[config.mk]
export PLATFORM = sky130hd
export DESIGN_NAME = text_token_normalizer
export DESIGN_NICKNAME = d
export VERILOG_FILES = /design/src/hdl/ttn_pkg.sv /design/src/hdl/ttn_ram.sv /design/src/hdl/ttn_ctrl.sv /design/src/hdl/ttn_dp.sv /design/src/hdl/text_token_normalizer.sv
export SDC_FILE = /design/constraint.sdc
export NUM_CORES = 1
export LEC_CHECK = 0
export BUFFER_PORTS_ARGS = -buffer_cell sky130_fd_sc_hd__buf_2
export CELL_PAD_IN_SITES_DETAIL_PLACEMENT = 1
export CELL_PAD_IN_SITES_GLOBAL_PLACEMENT = 1
export CORE_ASPECT_RATIO = 0.5
export CORE_MARGIN = 2
export CORE_UTILIZATION = 45
export CTS_CLUSTER_SIZE = 14
export DETAILED_ROUTE_END_ITERATION = 10
export GPL_TIMING_DRIVEN = 0
export PLACE_DENSITY = 0.79
export REMOVE_ABC_BUFFERS = 1
export SLEW_MARGIN = 20
export SYNTH_ARGS = -nofsm -noshare
export SYNTH_HDL_FRONTEND = slang
export SYNTH_SLANG_ARGS = --single-unit
[constraint.sdc]
create_clock -name clk_i -period 2.6 [get_ports clk_i]
set_input_delay 0.13 -clock clk_i [delete_from_list [all_inputs] [get_ports clk_i]]
set_output_delay 0.13 -clock clk_i [all_outputs]
set_load 0.01 [all_outputs]
[src/hdl/ttn_pkg.sv]
// Shared constants, types and byte-class functions of the text token normalizer.
package ttn_pkg;

  localparam int unsigned TOKEN_MAX = 32;
  localparam int unsigned LEN_W     = $clog2(TOKEN_MAX + 1);
  localparam int unsigned IDX_W     = $clog2(TOKEN_MAX);
  localparam int unsigned TUSER_W   = 3;

  localparam logic [7:0] RPT_LIMIT_RST = 8'd2;
  localparam logic [7:0] SPACE_CHAR    = 8'h20;
  localparam logic [7:0] CASE_OFFSET   = 8'h20;

  typedef struct packed {
    logic accept;
    logic init_walk;
    logic set_any;
    logic put_space;
    logic rd;
    logic emit_cur;
    logic advance;
    logic flush;
    logic marker;
    logic clear;
  } cmd_t;

  typedef struct packed {
    logic tok_end;
    logic nonempty;
    logic any_emitted;
    logic drop;
    logic can_produce;
    logic out_free;
    logic pend_valid;
    logic eot;
    logic walk_last;
  } sts_t;

  function automatic logic is_upper(logic [7:0] c);
    return c inside {[8'h41:8'h5A]};
  endfunction

  function automatic logic is_alpha(logic [7:0] c);
    return c inside {[8'h41:8'h5A], [8'h61:8'h7A]};
  endfunction

  function automatic logic is_digit(logic [7:0] c);
    return c inside {[8'h30:8'h39]};
  endfunction

  function automatic logic is_space(logic [7:0] c);
    return c inside {8'h20, [8'h09:8'h0D]};
  endfunction

  function automatic logic is_sub(logic [7:0] c);
    return c inside {8'h40, 8'h2A, 8'h34, 8'h38, 8'h28, 8'h3C, 8'h33, 8'h39, 8'h36,
                     8'h23, 8'h31, 8'h21, 8'h7C, 8'h3B, 8'h30, 8'h24, 8'h35, 8'h37,
                     8'h2B, 8'h76, 8'h32, 8'hCE, 8'hB2, 8'hC3, 8'hA7, 8'hE2, 8'h88,
                     8'h82, 8'hAC, 8'hB5, 8'hCF, 8'h86, 8'hC4, 8'hBA, 8'hC2, 8'hB8,
                     8'h81, 8'hAE, 8'h97, 8'hA5, 8'hB1};
  endfunction

endpackage

[src/hdl/ttn_ram.sv]
// Generic single-write, single-read RAM with registered read data.
module ttn_ram #(
  parameter int unsigned WIDTH = 8,
  parameter int unsigned DEPTH = 32
) (
  input  logic                     clk_i,
  input  logic                     we_i,
  input  logic [$clog2(DEPTH)-1:0] waddr_i,
  input  logic [WIDTH-1:0]         wdata_i,
  input  logic                     re_i,
  input  logic [$clog2(DEPTH)-1:0] raddr_i,
  output logic [WIDTH-1:0]         rdata_o
);

  logic [WIDTH-1:0] mem_q [DEPTH];
  logic [WIDTH-1:0] rdata_q;

  always_ff @(posedge clk_i) begin
    if (we_i) begin
      mem_q[waddr_i] <= wdata_i;
    end
    if (re_i) begin
      rdata_q <= mem_q[raddr_i];
    end
  end

  assign rdata_o = rdata_q;

endmodule

[src/hdl/ttn_ctrl.sv]
// Controller state machine: byte intake, token release walk and result closing.
module ttn_ctrl (
  input  logic          clk_i,
  input  logic          rst_ni,
  input  logic          s_axis_tvalid_i,
  output logic          s_axis_tready_o,
  input  ttn_pkg::sts_t sts_i,
  output ttn_pkg::cmd_t cmd_o
);

  typedef enum logic [4:0] {
    S_IDLE  = 5'b00001,
    S_SPACE = 5'b00010,
    S_READ  = 5'b00100,
    S_EMIT  = 5'b01000,
    S_FIN   = 5'b10000
  } state_e;

  state_e state_q, state_d;

  always_comb begin
    state_d         = state_q;
    cmd_o           = '0;
    s_axis_tready_o = 1'b0;
    case (state_q)
      S_IDLE: begin
        s_axis_tready_o = 1'b1;
        cmd_o.accept    = s_axis_tvalid_i;
        if (s_axis_tvalid_i && sts_i.tok_end) begin
          state_d = S_SPACE;
        end
      end
      S_SPACE: begin
        cmd_o.init_walk = 1'b1;
        if (!sts_i.nonempty) begin
          state_d = S_FIN;
        end else if (!sts_i.any_emitted) begin
          cmd_o.set_any = 1'b1;
          state_d       = S_READ;
        end else if (sts_i.can_produce) begin
          cmd_o.put_space = 1'b1;
          cmd_o.set_any   = 1'b1;
          state_d         = S_READ;
        end
      end
      S_READ: begin
        cmd_o.rd = 1'b1;
        state_d  = S_EMIT;
      end
      S_EMIT: begin
        if (sts_i.drop || sts_i.can_produce) begin
          cmd_o.emit_cur = !sts_i.drop;
          cmd_o.advance  = 1'b1;
          state_d        = sts_i.walk_last ? S_FIN : S_READ;
        end
      end
      S_FIN: begin
        if (sts_i.pend_valid) begin
          if (sts_i.out_free) begin
            cmd_o.flush = 1'b1;
            cmd_o.clear = 1'b1;
            state_d     = S_IDLE;
          end
        end else if (sts_i.eot) begin
          if (sts_i.out_free) begin
            cmd_o.marker = 1'b1;
            cmd_o.clear  = 1'b1;
            state_d      = S_IDLE;
          end
        end else begin
          cmd_o.clear = 1'b1;
          state_d     = S_IDLE;
        end
      end
      default: state_d = S_IDLE;
    endcase
  end

  always_ff @(posedge clk_i or negedge rst_ni) begin
    if (!rst_ni) begin
      state_q <= S_IDLE;
    end else begin
      state_q <= state_d;
    end
  end

  a_tok_end_walks: assert property (@(posedge clk_i) disable iff (!rst_ni)
    (state_q == S_IDLE && s_axis_tvalid_i && sts_i.tok_end) |=> (state_q == S_SPACE))
    else $error("token end not followed by release walk");

  a_drop_advances: assert property (@(posedge clk_i) disable iff (!rst_ni)
    (state_q == S_EMIT && sts_i.drop) |=> (state_q == S_READ || state_q == S_FIN))
    else $error("dropped byte stalled the walk");

endmodule

[src/hdl/ttn_dp.sv]
// Datapath: repeat filter, token buffer with class tracking, walk logic and output stage.
module ttn_dp (
  input  logic                        clk_i,
  input  logic                        rst_ni,
  input  logic [7:0]                  s_axis_tdata_i,
  input  logic                        s_axis_tlast_i,
  input  logic                        cfg_we_i,
  input  logic [7:0]                  cfg_wdata_i,
  input  logic                        m_axis_tready_i,
  output logic                        m_axis_tvalid_o,
  output logic [7:0]                  m_axis_tdata_o,
  output logic                        m_axis_tlast_o,
  output logic [ttn_pkg::TUSER_W-1:0] m_axis_tuser_o,
  input  ttn_pkg::cmd_t               cmd_i,
  output ttn_pkg::sts_t               sts_o
);

  localparam int unsigned LEN_W = ttn_pkg::LEN_W;
  localparam int unsigned IDX_W = ttn_pkg::IDX_W;

  // repeat filter and text state
  logic [7:0]       max_rep_q;
  logic [7:0]       prev_q;
  logic [7:0]       rcnt_q;
  logic             any_q;
  logic             eot_q;
  // token buffer tracking
  logic [LEN_W-1:0] tok_len_q;
  logic             ovf_q;
  logic             seen_q;
  logic [IDX_W-1:0] lo_q;
  logic [LEN_W-1:0] hi_q;
  logic             p1_in_q, p1_alpha_q, p2_alpha_q;
  logic [IDX_W-1:0] rs_q;
  logic [1:0]       runcnt_q;
  logic             sand_q [ttn_pkg::TOKEN_MAX];
  logic             obf_q  [ttn_pkg::TOKEN_MAX];
  // walk
  logic [IDX_W-1:0] idx_q;
  logic             w_in_q, w_obf_q;
  // pending result and output register
  logic             pend_v_q;
  logic [7:0]       pend_byte_q;
  logic             pend_trunc_q;
  logic             out_v_q;
  logic [7:0]       out_byte_q;
  logic             out_has_q, out_last_q, out_done_q, out_trunc_q;

  logic [7:0]       c_low;
  logic             same, keep, c_space, buf_wr;
  logic [IDX_W-1:0] wr_idx;
  logic             c_alpha, c_sub, c_keep, cur_in, run_start, sandwich;
  logic [1:0]       runcnt_d;
  logic [IDX_W-1:0] rs_d;
  logic [7:0]       rd_byte;
  logic             b_alpha, b_sub;
  logic             out_free, can_produce, produce, load_pend;
  logic [7:0]       prod_byte;

  ttn_ram #(
    .WIDTH (8),
    .DEPTH (ttn_pkg::TOKEN_MAX)
  ) u_buf (
    .clk_i   (clk_i),
    .we_i    (buf_wr),
    .waddr_i (wr_idx),
    .wdata_i (c_low),
    .re_i    (cmd_i.rd),
    .raddr_i (idx_q),
    .rdata_o (rd_byte)
  );

  always_comb begin
    c_low   = ttn_pkg::is_upper(s_axis_tdata_i) ? s_axis_tdata_i + ttn_pkg::CASE_OFFSET
                                                 : s_axis_tdata_i;
    same    = (c_low == prev_q);
    keep    = !same || (rcnt_q < max_rep_q);
    c_space = ttn_pkg::is_space(c_low);
    buf_wr  = cmd_i.accept && keep && !c_space && (tok_len_q < LEN_W'(ttn_pkg::TOKEN_MAX));
    wr_idx  = tok_len_q[IDX_W-1:0];

    c_alpha   = ttn_pkg::is_alpha(c_low);
    c_sub     = ttn_pkg::is_sub(c_low);
    c_keep    = c_alpha || ttn_pkg::is_digit(c_low) || c_sub;
    cur_in    = c_alpha || (p1_in_q && c_sub);
    run_start = c_alpha && !p1_in_q;
    // previous byte is a lone non-letter between two letters of the run
    sandwich  = c_alpha && p1_in_q && !p1_alpha_q && p2_alpha_q;
    rs_d      = run_start ? wr_idx : rs_q;
    if (run_start) begin
      runcnt_d = 2'd0;
    end else if (sandwich && runcnt_q != 2'd2) begin
      runcnt_d = runcnt_q + 2'd1;
    end else begin
      runcnt_d = runcnt_q;
    end

    b_alpha = ttn_pkg::is_alpha(rd_byte);
    b_sub   = ttn_pkg::is_sub(rd_byte);

    out_free    = !out_v_q || m_axis_tready_i;
    can_produce = !pend_v_q || out_free;
    produce     = cmd_i.put_space || cmd_i.emit_cur;
    prod_byte   = cmd_i.put_space ? ttn_pkg::SPACE_CHAR : rd_byte;
    load_pend   = (produce && pend_v_q) || cmd_i.flush;

    sts_o.tok_end     = (keep && c_space) || s_axis_tlast_i;
    sts_o.nonempty    = seen_q;
    sts_o.any_emitted = any_q;
    sts_o.drop        = w_obf_q && sand_q[idx_q];
    sts_o.can_produce = can_produce;
    sts_o.out_free    = out_free;
    sts_o.pend_valid  = pend_v_q;
    sts_o.eot         = eot_q;
    sts_o.walk_last   = ((LEN_W'(idx_q) + LEN_W'(1)) == hi_q);
  end

  always_ff @(posedge clk_i or negedge rst_ni) begin
    if (!rst_ni) begin
      max_rep_q  <= ttn_pkg::RPT_LIMIT_RST;
      prev_q     <= '0;
      rcnt_q     <= '0;
      any_q      <= 1'b0;
      eot_q      <= 1'b0;
      tok_len_q  <= '0;
      ovf_q      <= 1'b0;
      seen_q     <= 1'b0;
      lo_q       <= '0;
      hi_q       <= '0;
      p1_in_q    <= 1'b0;
      p1_alpha_q <= 1'b0;
      p2_alpha_q <= 1'b0;
      rs_q       <= '0;
      runcnt_q   <= '0;
      idx_q      <= '0;
      w_in_q     <= 1'b0;
      w_obf_q    <= 1'b0;
      pend_v_q   <= 1'b0;
      out_v_q    <= 1'b0;
    end else begin
      if (cfg_we_i) begin
        max_rep_q <= cfg_wdata_i;
      end
      if (cmd_i.accept) begin
        eot_q <= s_axis_tlast_i;
        if (!same) begin
          prev_q <= c_low;
          rcnt_q <= 8'd1;
        end else if (keep) begin
          rcnt_q <= rcnt_q + 8'd1;
        end
        if (keep && !c_space && !buf_wr) begin
          ovf_q <= 1'b1;
        end
      end
      if (buf_wr) begin
        tok_len_q  <= tok_len_q + LEN_W'(1);
        p1_in_q    <= cur_in;
        p1_alpha_q <= c_alpha;
        p2_alpha_q <= p1_alpha_q;
        if (cur_in) begin
          rs_q     <= rs_d;
          runcnt_q <= runcnt_d;
        end
        if (c_keep) begin
          if (!seen_q) begin
            lo_q <= wr_idx;
          end
          hi_q   <= tok_len_q + LEN_W'(1);
          seen_q <= 1'b1;
        end
      end
      if (cmd_i.set_any) begin
        any_q <= 1'b1;
      end
      if (cmd_i.init_walk) begin
        idx_q   <= lo_q;
        w_in_q  <= 1'b0;
        w_obf_q <= 1'b0;
      end
      if (cmd_i.advance) begin
        idx_q  <= idx_q + IDX_W'(1);
        w_in_q <= b_alpha || (w_in_q && b_sub);
        if (b_alpha && !w_in_q) begin
          w_obf_q <= obf_q[idx_q];
        end
      end
      if (cmd_i.clear) begin
        tok_len_q  <= '0;
        ovf_q      <= 1'b0;
        seen_q     <= 1'b0;
        p1_in_q    <= 1'b0;
        p1_alpha_q <= 1'b0;
        p2_alpha_q <= 1'b0;
        runcnt_q   <= '0;
        if (eot_q) begin
          prev_q <= '0;
          rcnt_q <= '0;
          any_q  <= 1'b0;
        end
      end
      if (produce) begin
        pend_v_q <= 1'b1;
      end else if (cmd_i.flush) begin
        pend_v_q <= 1'b0;
      end
      if (load_pend || cmd_i.marker) begin
        out_v_q <= 1'b1;
      end else if (m_axis_tready_i) begin
        out_v_q <= 1'b0;
      end
    end
  end

  always_ff @(posedge clk_i) begin
    if (buf_wr) begin
      sand_q[wr_idx] <= 1'b0;
      if (sandwich) begin
        sand_q[wr_idx - IDX_W'(1)] <= 1'b1;
      end
      if (cur_in) begin
        obf_q[rs_d] <= (runcnt_d == 2'd2);
      end
    end
    if (produce) begin
      pend_byte_q  <= prod_byte;
      pend_trunc_q <= ovf_q;
    end
    if (load_pend) begin
      out_byte_q  <= pend_byte_q;
      out_has_q   <= 1'b1;
      out_trunc_q <= pend_trunc_q;
      out_last_q  <= cmd_i.flush;
      out_done_q  <= cmd_i.flush && eot_q;
    end else if (cmd_i.marker) begin
      out_byte_q  <= '0;
      out_has_q   <= 1'b0;
      out_trunc_q <= 1'b0;
      out_last_q  <= 1'b1;
      out_done_q  <= 1'b1;
    end
  end

  assign m_axis_tvalid_o = out_v_q;
  assign m_axis_tdata_o  = out_byte_q;
  assign m_axis_tlast_o  = out_last_q;
  assign m_axis_tuser_o  = {out_trunc_q, out_done_q, out_has_q};

  a_len_bound: assert property (@(posedge clk_i) disable iff (!rst_ni)
    tok_len_q <= LEN_W'(ttn_pkg::TOKEN_MAX))
    else $error("token length past buffer size");

  a_flush_has_pend: assert property (@(posedge clk_i) disable iff (!rst_ni)
    cmd_i.flush |-> pend_v_q)
    else $error("flush without pending result");

  a_produce_room: assert property (@(posedge clk_i) disable iff (!rst_ni)
    (cmd_i.put_space || cmd_i.emit_cur) |-> (!pend_v_q || !out_v_q || m_axis_tready_i))
    else $error("result produced with no room");

  a_trim_bounds: assert property (@(posedge clk_i) disable iff (!rst_ni)
    seen_q |-> ((LEN_W'(lo_q) < hi_q) && (hi_q <= tok_len_q)))
    else $error("trim bounds outside token");

endmodule

[src/hdl/text_token_normalizer.sv]
// Top level of the text token normalizer: controller, datapath and buffer.
//
// Input stream: one text byte per transfer, tlast on the last byte of a text.
// Output stream: one normalized byte per transfer; tlast marks the last result
// caused by an input byte, tuser carries has_byte, text_done, token_truncated.
// cfg_we_i loads the repeat limit (reset value 2); write it only while idle.
// A byte that does not end a token is accepted and gives no result.
// A whitespace byte or a tlast byte releases the buffered token: the byte is
// taken, the walk is set up, each byte of the trimmed token gets one RAM read
// and one decision step, and the result is closed, with s_axis_tready_o low
// from setup through close. Bytes dropped by the obfuscation rule still take
// their read and decision steps. Results pass through a one-entry holding
// register so that tlast can be set on the last one.
// A tlast byte that yields nothing returns one empty marker result.
// Reset empties the token, clears the repeat tracker and needs no clearing pass.
// A stalled receiver holds the output register; the walk waits once both the
// holding register and the output register are full.
module text_token_normalizer (
  input  logic                        clk_i,
  input  logic                        rst_ni,
  input  logic                        s_axis_tvalid_i,
  output logic                        s_axis_tready_o,
  input  logic [7:0]                  s_axis_tdata_i,  // [7:0] in_byte
  input  logic                        s_axis_tlast_i,
  output logic                        m_axis_tvalid_o,
  input  logic                        m_axis_tready_i,
  output logic [7:0]                  m_axis_tdata_o,  // [7:0] out_byte
  output logic                        m_axis_tlast_o,
  output logic [ttn_pkg::TUSER_W-1:0] m_axis_tuser_o,  // [2] token_truncated, [1] text_done, [0] has_byte
  input  logic                        cfg_we_i,
  input  logic [7:0]                  cfg_wdata_i
);

  ttn_pkg::cmd_t cmd;
  ttn_pkg::sts_t sts;

  ttn_ctrl u_ctrl (
    .clk_i           (clk_i),
    .rst_ni          (rst_ni),
    .s_axis_tvalid_i (s_axis_tvalid_i),
    .s_axis_tready_o (s_axis_tready_o),
    .sts_i           (sts),
    .cmd_o           (cmd)
  );

  ttn_dp u_dp (
    .clk_i           (clk_i),
    .rst_ni          (rst_ni),
    .s_axis_tdata_i  (s_axis_tdata_i),
    .s_axis_tlast_i  (s_axis_tlast_i),
    .cfg_we_i        (cfg_we_i),
    .cfg_wdata_i     (cfg_wdata_i),
    .m_axis_tready_i (m_axis_tready_i),
    .m_axis_tvalid_o (m_axis_tvalid_o),
    .m_axis_tdata_o  (m_axis_tdata_o),
    .m_axis_tlast_o  (m_axis_tlast_o),
    .m_axis_tuser_o  (m_axis_tuser_o),
    .cmd_i           (cmd),
    .sts_o           (sts)
  );

endmodule
==> flow_summary.yaml, run 1 <==
worst_setup_path:
  end_kind: "flop"
  worstPathMaxFanout: 41
  critPathLaunch: "u_dp.idx_q[0]"
  start_kind: "flop"
  reg2reg_depth: 10
  r2r-end: "u_dp.u_buf.rdata_o[1]"
  reg2reg_from: "u_dp.idx_q[0]"
  cp.required_ps: 2860
  crit_type: "flop to flop"
  arrival_ps: 3350
  cp-endpoint: "u_dp.u_buf.rdata_o[1]"
  r2r_setup_slack_ps: -490
drt:
  vias: 13400
  drt_iter0_drc: 1570
  finalWirelength_mm: 60.7
  post_drt_via_cell_ratio: 6.50
  drc_errors: 0
  firstDrtPassIters: 5
  ant_nets: 0
  avgRoutedWirePerCell_um: 29.5
sta:
  maxSlewHeadroom_pct: 22.8
  skew_ps: 33.1
  drv_slew: 0
  finalCriticalPeriod_ps: 3090
  setup_ws_ps: -492
  hold_viol: 0
  rsz0062_at_grt: "yes"
  setup_violations: 442
  min_period_over_period_pct: 119
  worst_slew_pin_slew_ps: 1160
  clock.fmax_mhz: 323
clocking:
  cts_tree: "yes"
  clk_pin_slew_ps: 70
  h-tree-depth: 2
  root_buffer: "clkbuf_16"
  clkLatencyLatePin_ps: 560
  cts_sinks: 418
  cts_buffers: 38
  clockBufferDepth: 3
logic_synthesis:
  synth_seq_cells: 418
  syn_inst: 1422
  async_reset_ff_share_pct: 16.5
  ys_seq_area_share_pct: 63.0
  yosys.area.top_type: "edfxtp_1"
  synth_edf_count: 316
  syn_area_mm2: 0.0188
  netlist.area_leader.share_pct: 50.3
  yosysUniqueCellTypes: 85
  synth.most_common_cell: "edfxtp_1"
  syn_avg_cell_area_um2: 13.3
  synthTopCellsByCount: "edfxtp_1, nor2_1, nand2_1"
  synth_area_leaders: "edfxtp_1, dfrtp_1, mux4_2"
  synth_warnings: 0
  synth-main-ff-cell: "edfxtp_1"
cells_and_area:
  area_delta_synth_final_pct: 19.1
  fin_nets: 1530
  design_area_mm2: 0.0225
  fillCellCount: 3925
  drive_gt1_share_pct: 23.9
  finalNonFillerCells: 2061
  fin_util_pct: 55.0
place:
  hpwl_mm: 31.7
  dp_cells: 1920
  dp_slack_ps: -2280
  routabilityCongestion: 0.836
  dpl-instance-area_mm2: 0.0196
  io_buffers: 35
power:
  powerDensity_mw_per_mm2: 924
  power_w: 0.0207
  cellLeakagePower_nw: 7.44
  vdd_drop_max_uv: 485
global_route:
  grt_pass1_wl_mm: 83.5
  grt_max_degree: 54
  grt_pass1_vias: 13600
  gr-total-overflow: 0
  grtUsageTotal_pct: 25.2
  grt_antenna_before_repair: 2
run_status:
  violations: "negative setup slack"
  outcome: "complete, but fails checks"
floorplan:
  initial_utilization_pct: 46.1
  rows: 52
  coreArea_mm2: 0.0409
  die_h_um: 149
  io_pins: 36
  fp.dieArea_mm2: 0.0436
  die_w_um: 293
flow_run:
  maxCapViolCount: 0
min_path:
  min_path_type: "primary input to flop"
## report_power, final
| group | internal (W) | switching, W |
|---|---|---|
| logic | 0.00271 | 0.00382 |
| clock network | 0.00309 | 0.00260 |
| registers | 0.00779 | 0.000731 |
| total | 0.0136 | 0.00715 |
## worst min path at each step
stage,start,endpoint,cells past startpoint
after floorplan,rst_ni,u_ctrl.state_q[1],0
after CTS,s_axis_tvalid_i,u_ctrl.state_q[0],4
after global placement,cfg_wdata_i[7],u_dp.max_rep_q[7],3
after global routing,s_axis_tdata_i[4],u_dp.u_buf.mem_q[20][4],1
after detailed placement,rst_ni,u_dp.rcnt_q[4],1
final,s_axis_tvalid_i,u_ctrl.state_q[1],4
## registers in the layout, summed over array words and instances (netlist names), 2 cells and up
| name | flops |
|---|---|
| u_ctrl.state_q | 5 |
| u_dp.hi_q | 6 |
| u_dp.idx_q | 5 |
| u_dp.lo_q | 5 |
| u_dp.m_axis_tdata_o | 8 |
| u_dp.max_rep_q | 8 |
| u_dp.obf_q | 32 |
| u_dp.pend_byte_q | 8 |
| u_dp.prev_q | 8 |
| u_dp.rcnt_q | 8 |
| u_dp.rs_q | 5 |
| u_dp.runcnt_q | 2 |
| u_dp.sand_q | 32 |
| u_dp.tok_len_q | 6 |
| u_dp.u_buf.mem_q | 256 |
| u_dp.u_buf.rdata_o | 8 |
## what timing repair did
item / in CTS / in global routing
resized for setup: 118 / 115
gates cloned: 6 / 4
hold buffers: 24 / 0
endpoints found under the hold margin: 78 / 0
setup buffers: 26 / 12
setup endpoints to repair: 484 / 463
pin swaps: 14 / 14
## worst max-delay path, cell delays in order (launching register included)
cell and delay [ps]:
dfrtp_4 510, buf_16 140, buf_16 140, buf_6 160
buf_16 200, mux2i_1 180, o221ai_1 310, o22ai_1 140
a21oi_1 380, nand2_1 150, o21ai_1 410
## cells by family (layout without fill, tap and decap cells)
| logic type | after synthesis | after routing | share of synthesized area, % |
|---|---|---|---|
| AO/OA/AOI/OAI | 250 | 253 | 9.51 |
| XOR/XNOR | 30 | 30 | 1.39 |
| adder cells (fa/ha/maj) | 17 | 17 | 1.13 |
| buffers and inverters | 146 | 239 | 3.10 |
| flip-flops | 418 | 418 | 63.0 |
| multiplexers | 150 | 150 | 11.1 |
| other | 0 | 2 | 0 |
| AND/OR/NAND/NOR | 411 | 412 | 10.7 |
## layout by cell type, fill, tap and decap left out, types with 16 or more instances in the layout
master | Yosys | routed
clkbuf_16 | 0 | 41
edfxtp_1 | 316 | 316
nor2_1 | 135 | 114
mux2i_1 | 82 | 81
nor2_2 | 0 | 21
clkinvlp_4 | 0 | 18
buf_4 | 4 | 25
nand3_4 | 0 | 20
mux4_2 | 45 | 45
o22ai_1 | 16 | 16
a22o_1 | 31 | 31
o21ai_0 | 50 | 37
nor3_1 | 19 | 16
buf_2 | 17 | 30
nand3_1 | 52 | 23
nand2_1 | 93 | 90
dlygate4sd3_1 | 0 | 24
xor2_1 | 17 | 17
a21oi_1 | 48 | 40
inv_1 | 57 | 22
o221ai_1 | 28 | 27
dfrtp_1 | 67 | 62
dfxtp_1 | 33 | 33
## layout make-up
class	count	area, um2	area share, %
flip-flops and latches	418	11900	53.0
multi-input cells	862	7100	31.6
repair buffers	113	1220	5.43
clock buffers	61	1130	5.03
well taps	540	676	3.01
inverters	58	360	1.60
clock inverters	7	71.3	0.318
diodes	2	5.00	0.0223
## layer usage
metal | share of wire (%) | global-route usage [%] | vias to the layer above
li1 | - | - | 5513
met1 | 38 | 33.4 | 6893
met2 | 49 | 42.3 | 829
met3 | 9.2 | 4.42 | 165
met4 | 3.6 | 8.93 | 2
met5 | 0.020 | 0 | -
## stage by stage
stage | TNS (ps) | hold WS [ps]
CTS | -64620 | 4.25
detailed placement | -877880 | 111
global placement | -1666330 | 340
floorplan | -764410 | -166
global route | -163660 | 30.9
finish | -119430 | 14.5
(Power assumes the default switching activity.)
==> run 2: changes to the inputs <==
--- a/config.mk
+++ b/config.mk
@@ -5,16 +5,17 @@
 export SDC_FILE = /design/constraint.sdc
 export NUM_CORES = 1
 export LEC_CHECK = 0
-export BUFFER_PORTS_ARGS = -buffer_cell sky130_fd_sc_hd__buf_2
+export ABC_AREA = 1
+export BUFFER_PORTS_ARGS = -buffer_cell sky130_fd_sc_hd__buf_4
 export CELL_PAD_IN_SITES_DETAIL_PLACEMENT = 1
 export CELL_PAD_IN_SITES_GLOBAL_PLACEMENT = 1
 export CORE_ASPECT_RATIO = 0.5
 export CORE_MARGIN = 2
-export CORE_UTILIZATION = 45
+export CORE_UTILIZATION = 40
 export CTS_CLUSTER_SIZE = 14
 export DETAILED_ROUTE_END_ITERATION = 10
 export GPL_TIMING_DRIVEN = 0
-export PLACE_DENSITY = 0.79
+export PLACE_DENSITY = 0.74
 export REMOVE_ABC_BUFFERS = 1
 export SLEW_MARGIN = 20
 export SYNTH_ARGS = -nofsm -noshare
==> run 2 against run 1 <==
Compared with the run above:
- the run still ends with negative setup slack left
- global-route usage rose by 1.7 points
- largest power group unchanged
- critical path depth rose by 8
- synthesized area barely moved
==> flow_summary.yaml, run 2 <==
run_status:
  outcome: "complete, but fails checks"
  violations: "negative setup slack"
drt:
  avgRoutedWirePerCell_um: 27.6
  ant_nets: 0
  post_drt_via_cell_ratio: 6.10
  vias: 16500
  finalWirelength_mm: 74.4
  firstDrtPassIters: 5
  drc_errors: 0
  drt_iter0_drc: 1752
sta:
  setup_ws_ps: -415
  clock.fmax_mhz: 332
  worst_slew_pin_slew_ps: 1170
  finalCriticalPeriod_ps: 3010
  hold_viol: 0
  maxSlewHeadroom_pct: 21.9
  setup_violations: 378
  tns_ps: -72320
  drv_slew: 0
  skew_ps: 30.5
  min_period_over_period_pct: 116
  rsz0062_at_grt: "yes"
floorplan:
  rows: 56
  die_w_um: 311
  io_pins: 36
  coreArea_mm2: 0.0467
  die_h_um: 157
  fp.dieArea_mm2: 0.0490
  initial_utilization_pct: 40.4
worst_setup_path:
  crit_top_cell: "nand2_4"
  path_cells: "buf_16 > buf_16 > inv_16 > buf_12 > buf_16 > nand2_4 > nand2_2 > a21oi_2 > o21ai_1 > a21oi_2 > o21ai_4 > nand2_4 > nand2_4 > a21oi_4 > nand2_2 > nand2_2 > clkinvlp_4 > nand2_4"
  slowest_delay_ps: 450
  arrival_ps: 3290
  path_buf_inv: 6
  end_kind: "flop"
  start_kind: "flop"
  crit_family: "compound AO/OA/AOI/OAI gates"
  worstPathMaxFanout: 5
  critPathSlowestCell: "dfrtp_4"
  cp.required_ps: 2870
  crit_type: "flop to flop"
clocking:
  cts_tree: "yes"
  root_buffer: "clkbuf_16"
  clk_pin_slew_ps: 70
  clkLatencyLatePin_ps: 590
  cts_sinks: 418
  clockBufferDepth: 3
  cts_buffers: 41
  h-tree-depth: 2
logic_synthesis:
  syn_area_mm2: 0.0188
  yosysUniqueCellTypes: 61
  netlist.area_leader.share_pct: 50.4
  synth.most_common_cell: "nor2_1"
  synth_area_leaders: "edfxtp_1, dfrtp_1, o21ai_0"
  synth-main-ff-cell: "edfxtp_1"
  yosys.area.top_type: "edfxtp_1"
  syn_avg_cell_area_um2: 10.1
  synth_warnings: 0
  synthTopCellsByCount: "nor2_1, edfxtp_1, o21ai_0"
  synth_seq_cells: 418
  async_reset_ff_share_pct: 16.5
  synth_edf_count: 316
  syn_inst: 1862
  ys_seq_area_share_pct: 63.0
power:
  clkPwrFrac_pct: 30.7
  p_sw_share_pct: 35.3
  internal-power_w: 0.0130
  cellLeakagePower_nw: 8.94
  p_switching_w: 0.00710
  power_w: 0.0201
  comb_power_share_pct: 30.4
  vdd_drop_max_uv: 503
  powerDensity_mw_per_mm2: 817
  pwr-share-seq_pct: 38.9
cells_and_area:
  final_common_cell: "edfxtp_1"
  drive_gt1_share_pct: 22.6
  top_register: "u_dp.u_buf.mem_q"
  reg_top3: "u_dp.u_buf.mem_q (256), u_dp.obf_q (32), u_dp.sand_q (32)"
  layout_common_cells: "edfxtp_1, nor2_1, o21ai_0"
  largest_reg_flops: 256
  area_delta_synth_final_pct: 30.4
  fin_nets: 2066
global_route:
  grt_max_degree: 70
  grtUsageTotal_pct: 27.0
  grt_antenna_before_repair: 4
  gr-total-overflow: 0
  grt_pass1_vias: 16300
  grt_pass1_wl_mm: 100
min_path:
  min_path_type: "primary input to flop"
place:
  hpwl_mm: 33.4
  io_buffers: 35
  routabilityCongestion: 0.819
flow_run:
  maxCapViolCount: 0
[run 2: cell count changes after synthesis, sizes merged, moves of 75 or more]
cell and delta:
inv +75, mux2i -78, nand2 +168, nor2 +204, o21ai +240, o22ai +77
[run 2: through the flow]
step | util [%] | std cells | cell area (um2) | hold WS, ps | worst slack, ps
after floorplan | - | 1771 | 18400 | -166 | -5130
after global placement | 41.8 | 2444 | 19500 | 318 | -11640
after detailed placement | 42.2 | 2452 | 19700 | 328 | -3180
after CTS | 49.7 | 2649 | 23200 | 49.2 | -334
after global routing | 52.6 | 2697 | 24600 | 30.6 | -446
final | 52.6 | 2698 | 24600 | 14.8 | -415
[run 2: path summary, 6_finish.rpt]
path	to	startpoint	cells after the start	slack (ps)
max in group asynchronous	u_dp.idx_q[1]	rst_ni	2	1590
min reg2reg	u_dp.sand_q[0]	u_dp.sand_q[0]	2	470
max reg2reg	u_dp.m_axis_tdata_o[2]	u_dp.idx_q[0]	18	-410
min in group asynchronous	u_dp.max_rep_q[5]	rst_ni	2	210
max	u_dp.m_axis_tdata_o[2]	u_dp.idx_q[0]	18	-410
min	u_dp.prev_q[2]	s_axis_tdata_i[2]	5	10
[run 2: metal layers]
metal,share of wire (%),GRT usage [%]
met5,0.017,0
met2,48,46.4
met1,37,34.6
met3,10,4.62
met4,5.1,9.66
[run 2: repair_timing]
action,CTS,global route
endpoints found under the hold margin,160,55
endpoints found under the setup margin,455,439
hold buffers,36,4
gates resized for setup,157,246
cloned,14,11
pin swaps,48,69
setup buffers,73,35
[run 2: logic make-up (layout without fill, tap and decap cells)]
family	Yosys count	after routing	share of synthesized area, %
buffers and inverters	226	411	4.83
XOR/XNOR	18	18	0.837
flip-flops	418	418	63.0
adder cells (fa/ha/maj)	17	17	1.13
other	0	1	0
multiplexers	5	5	0.272
AND/OR/NAND/NOR	704	716	15.8
AO/OA/AOI/OAI	474	474	14.1
[run 2: power groups by stage]
stage	clock network, W	registers [W]	logic, W
floorplan	0	0.00804	0.00230
global placement	0	0.00822	0.00327
detailed placement	0	0.00802	0.00398
CTS	0.00600	0.00780	0.00524
global route	0.00637	0.00784	0.00640
finish	0.00616	0.00782	0.00610
[run 2: final cells by class]
type                            instances  area (um2)
Clock inverter                         14         149
Antenna cell                            1        2.50
Tap cell                              638         798
Timing Repair Buffer                  200        2590
Sequential cell                       418       11900
Inverter                              135         572
Fill cell                            4935       22100
Timing Repair inverter                  1        8.76
Multi-Input combinational cell       1230        7390
Clock buffer                           61        1160
[run 2: worst reg2reg max path: stages (launching register included)]
cell	delay (ps)
dfrtp_4	450
buf_16	120
buf_16	130
inv_16	40
buf_12	120
buf_16	140
nand2_4	60
nand2_2	60
a21oi_2	160
o21ai_1	110
a21oi_2	270
o21ai_4	140
nand2_4	100
nand2_4	60
a21oi_4	170
nand2_2	80
nand2_2	90
clkinvlp_4	220
nand2_4	190
==> run 3: changes to the inputs <==
--- a/config.mk
+++ b/config.mk
@@ -16,6 +16,7 @@
 export DETAILED_ROUTE_END_ITERATION = 10
 export GPL_TIMING_DRIVEN = 0
 export PLACE_DENSITY = 0.74
+export RECOVER_POWER = 100
 export REMOVE_ABC_BUFFERS = 1
 export SLEW_MARGIN = 20
 export SYNTH_ARGS = -nofsm -noshare
==> run 3 against run 2 <==
Compared with the run above:
- the flow finishes with violations (max-capacitance violations, max-slew violations, negative setup slack)
- wire length about the same
- sequential power barely moved
- cell area decreased by 0.31%
- critical path depth is the same
- core utilization down 0.16 points
- cell count stayed put
- hold slack worse by 12 ps
- sequential share of layout area increased by 0.15 points
==> flow_summary.yaml, run 3 (synthesized netlist as in run 2, its figures left out) <==
global_route:
  grt_max_degree: 70
  grt_pass1_wl_mm: 100
  grtUsageTotal_pct: 27.0
  grt_antenna_before_repair: 4
  grt_pass1_vias: 16300
  gr-total-overflow: 0
worst_setup_path:
  path_cells: "buf_16 > buf_16 > inv_16 > buf_12 > buf_16 > nand2_4 > nand2_2 > a21oi_2 > o21ai_1 > a21oi_2 > o21ai_4 > nand2_4 > nand2_4 > a21oi_4 > nand2_2 > nand2_2 > clkinvlp_4 > nand2_4"
  reg2reg_depth: 18
  cp.required_ps: 2880
  r2r-end: "u_dp.m_axis_tdata_o[2]"
  slowest_delay_ps: 450
  path_buf_inv: 6
  crit_family: "compound AO/OA/AOI/OAI gates"
  start_kind: "flop"
  critPathSlowestCell: "dfrtp_4"
  arrival_ps: 3290
  worstPathMaxFanout: 5
  reg2reg_from: "u_dp.idx_q[0]"
  end_kind: "flop"
  r2r_setup_slack_ps: -420
  crit_top_cell: "nand2_4"
  crit_type: "flop to flop"
cells_and_area:
  top_register: "u_dp.u_buf.mem_q"
  largest_reg_flops: 256
  fillCellCount: 4943
  drive_gt1_share_pct: 22.3
  design_area_mm2: 0.0245
  final_common_cell: "edfxtp_1"
  reg_top3: "u_dp.u_buf.mem_q (256), u_dp.obf_q (32), u_dp.sand_q (32)"
  area_delta_synth_final_pct: 30.0
  fin_nets: 2066
  layout_common_cells: "edfxtp_1, nor2_1, o21ai_0"
sta:
  min_period_over_period_pct: 116
  maxSlewHeadroom_pct: -24.3
  worst_slew_pin_slew_ps: 1860
  skew_ps: 31.4
  tns_ps: -76200
  rsz0062_at_grt: "yes"
  drv_slew: 160
  clock.fmax_mhz: 332
  hold_viol: 0
  finalCriticalPeriod_ps: 3020
  setup_violations: 389
  setup_ws_ps: -416
  holdWs_ps: 3.20
clocking:
  clkLatencyLatePin_ps: 590
  clockBufferDepth: 3
  clk_pin_slew_ps: 70
  cts_sinks: 418
  cts_tree: "yes"
  h-tree-depth: 2
  cts_buffers: 41
  root_buffer: "clkbuf_16"
min_path:
  min_path_type: "primary input to flop"
  holdCritStartpoint: "s_axis_tdata_i[2]"
  min_to: "u_dp.prev_q[2]"
  holdPathStages: 5
power:
  power_w: 0.0201
  powerDensity_mw_per_mm2: 819
  vdd_drop_max_uv: 501
  cellLeakagePower_nw: 8.90
drt:
  drt_iter0_drc: 1818
  finalWirelength_mm: 74.4
  vias: 16400
  drc_errors: 0
  post_drt_via_cell_ratio: 6.09
  avgRoutedWirePerCell_um: 27.6
  ant_nets: 0
  firstDrtPassIters: 5
floorplan:
  die_w_um: 311
  initial_utilization_pct: 40.4
  rows: 56
  io_pins: 36
  fp.dieArea_mm2: 0.0490
  coreArea_mm2: 0.0467
  die_h_um: 157
run_status:
  violations: "max-capacitance violations, max-slew violations, negative setup slack"
  outcome: "complete, but fails checks"
flow_run:
  maxCapViolCount: 4
place:
  routabilityCongestion: 0.819
  hpwl_mm: 33.4
  dp_slack_ps: -3180
  dpl-instance-area_mm2: 0.0197
  io_buffers: 35
==> run 3: layout make-up <==
type | count | area [um2] | area share [%]
multi-input combinational | 1230 | 7380 | 30.1
clock buffer | 61 | 1160 | 4.75
timing repair inverter | 1 | 8.76 | 0.0358
timing repair buffer | 200 | 2530 | 10.3
sequential | 418 | 11900 | 48.6
antenna | 1 | 2.50 | 0.0102
inverter | 135 | 572 | 2.33
clock inverter | 14 | 149 | 0.608
tap | 638 | 798 | 3.26
==> run 3: worst max path at each step <==
stage                 startpoint                      to  slack (ps)  depth (start not counted)
5_1_grt        u_dp.max_rep_q[1]         u_dp.sand_q[18]        -470                         15
3_5_place_dp   s_axis_tdata_i[3]  u_dp.u_buf.mem_q[2][1]       -3180                         15
3_3_place_gp       u_dp.idx_q[0]  u_dp.m_axis_tdata_o[1]      -11640                         12
6_report           u_dp.idx_q[0]  u_dp.m_axis_tdata_o[2]        -420                         18
2_1_floorplan      u_dp.idx_q[0]  u_dp.m_axis_tdata_o[0]       -5130                         14
4_1_cts        u_dp.max_rep_q[1]          u_dp.obf_q[15]        -330                         14
==> run 3: per-layer routing <==
| layer | vias up | share of wire (%) | global-route usage [%] |
|---|---|---|---|
| met5 | - | 0.017 | 0 |
| met2 | 996 | 48 | 46.4 |
| met3 | 266 | 9.7 | 4.62 |
| met4 | 2 | 4.9 | 9.66 |
| li1 | 6900 | - | - |
| met1 | 8263 | 38 | 34.6 |
==> run 3: power by group <==
part           internal, W  switching, W  total [W]
Combinational      0.00211       0.00395    0.00606
Sequential         0.00753      0.000290    0.00782
Clock              0.00333       0.00284    0.00617
==> run 3: timing repair <==
action                                  4_1_cts  5_1_grt
endpoints found under the setup margin      455      439
gates resized for setup                     157      246
cloned                                       14       11
endpoints found under the hold margin       160       55
hold buffers                                 36        4
setup buffers                                73       35
pin swaps                                    48       69
==> run 3: stage by stage <==
stage | util, % | instances
after detailed placement | 42.2 | 2452
after global placement | 41.8 | 2444
after global routing | 52.5 | 2697
after CTS | 49.7 | 2649
final | 52.5 | 2698
after floorplan | - | 1771
==> run 3: tightest hold or removal path: stages <==
cell,delay (ps)
buf_6,130
inv_4,70
nand2_1,60
o211ai_1,80
inv_1,60
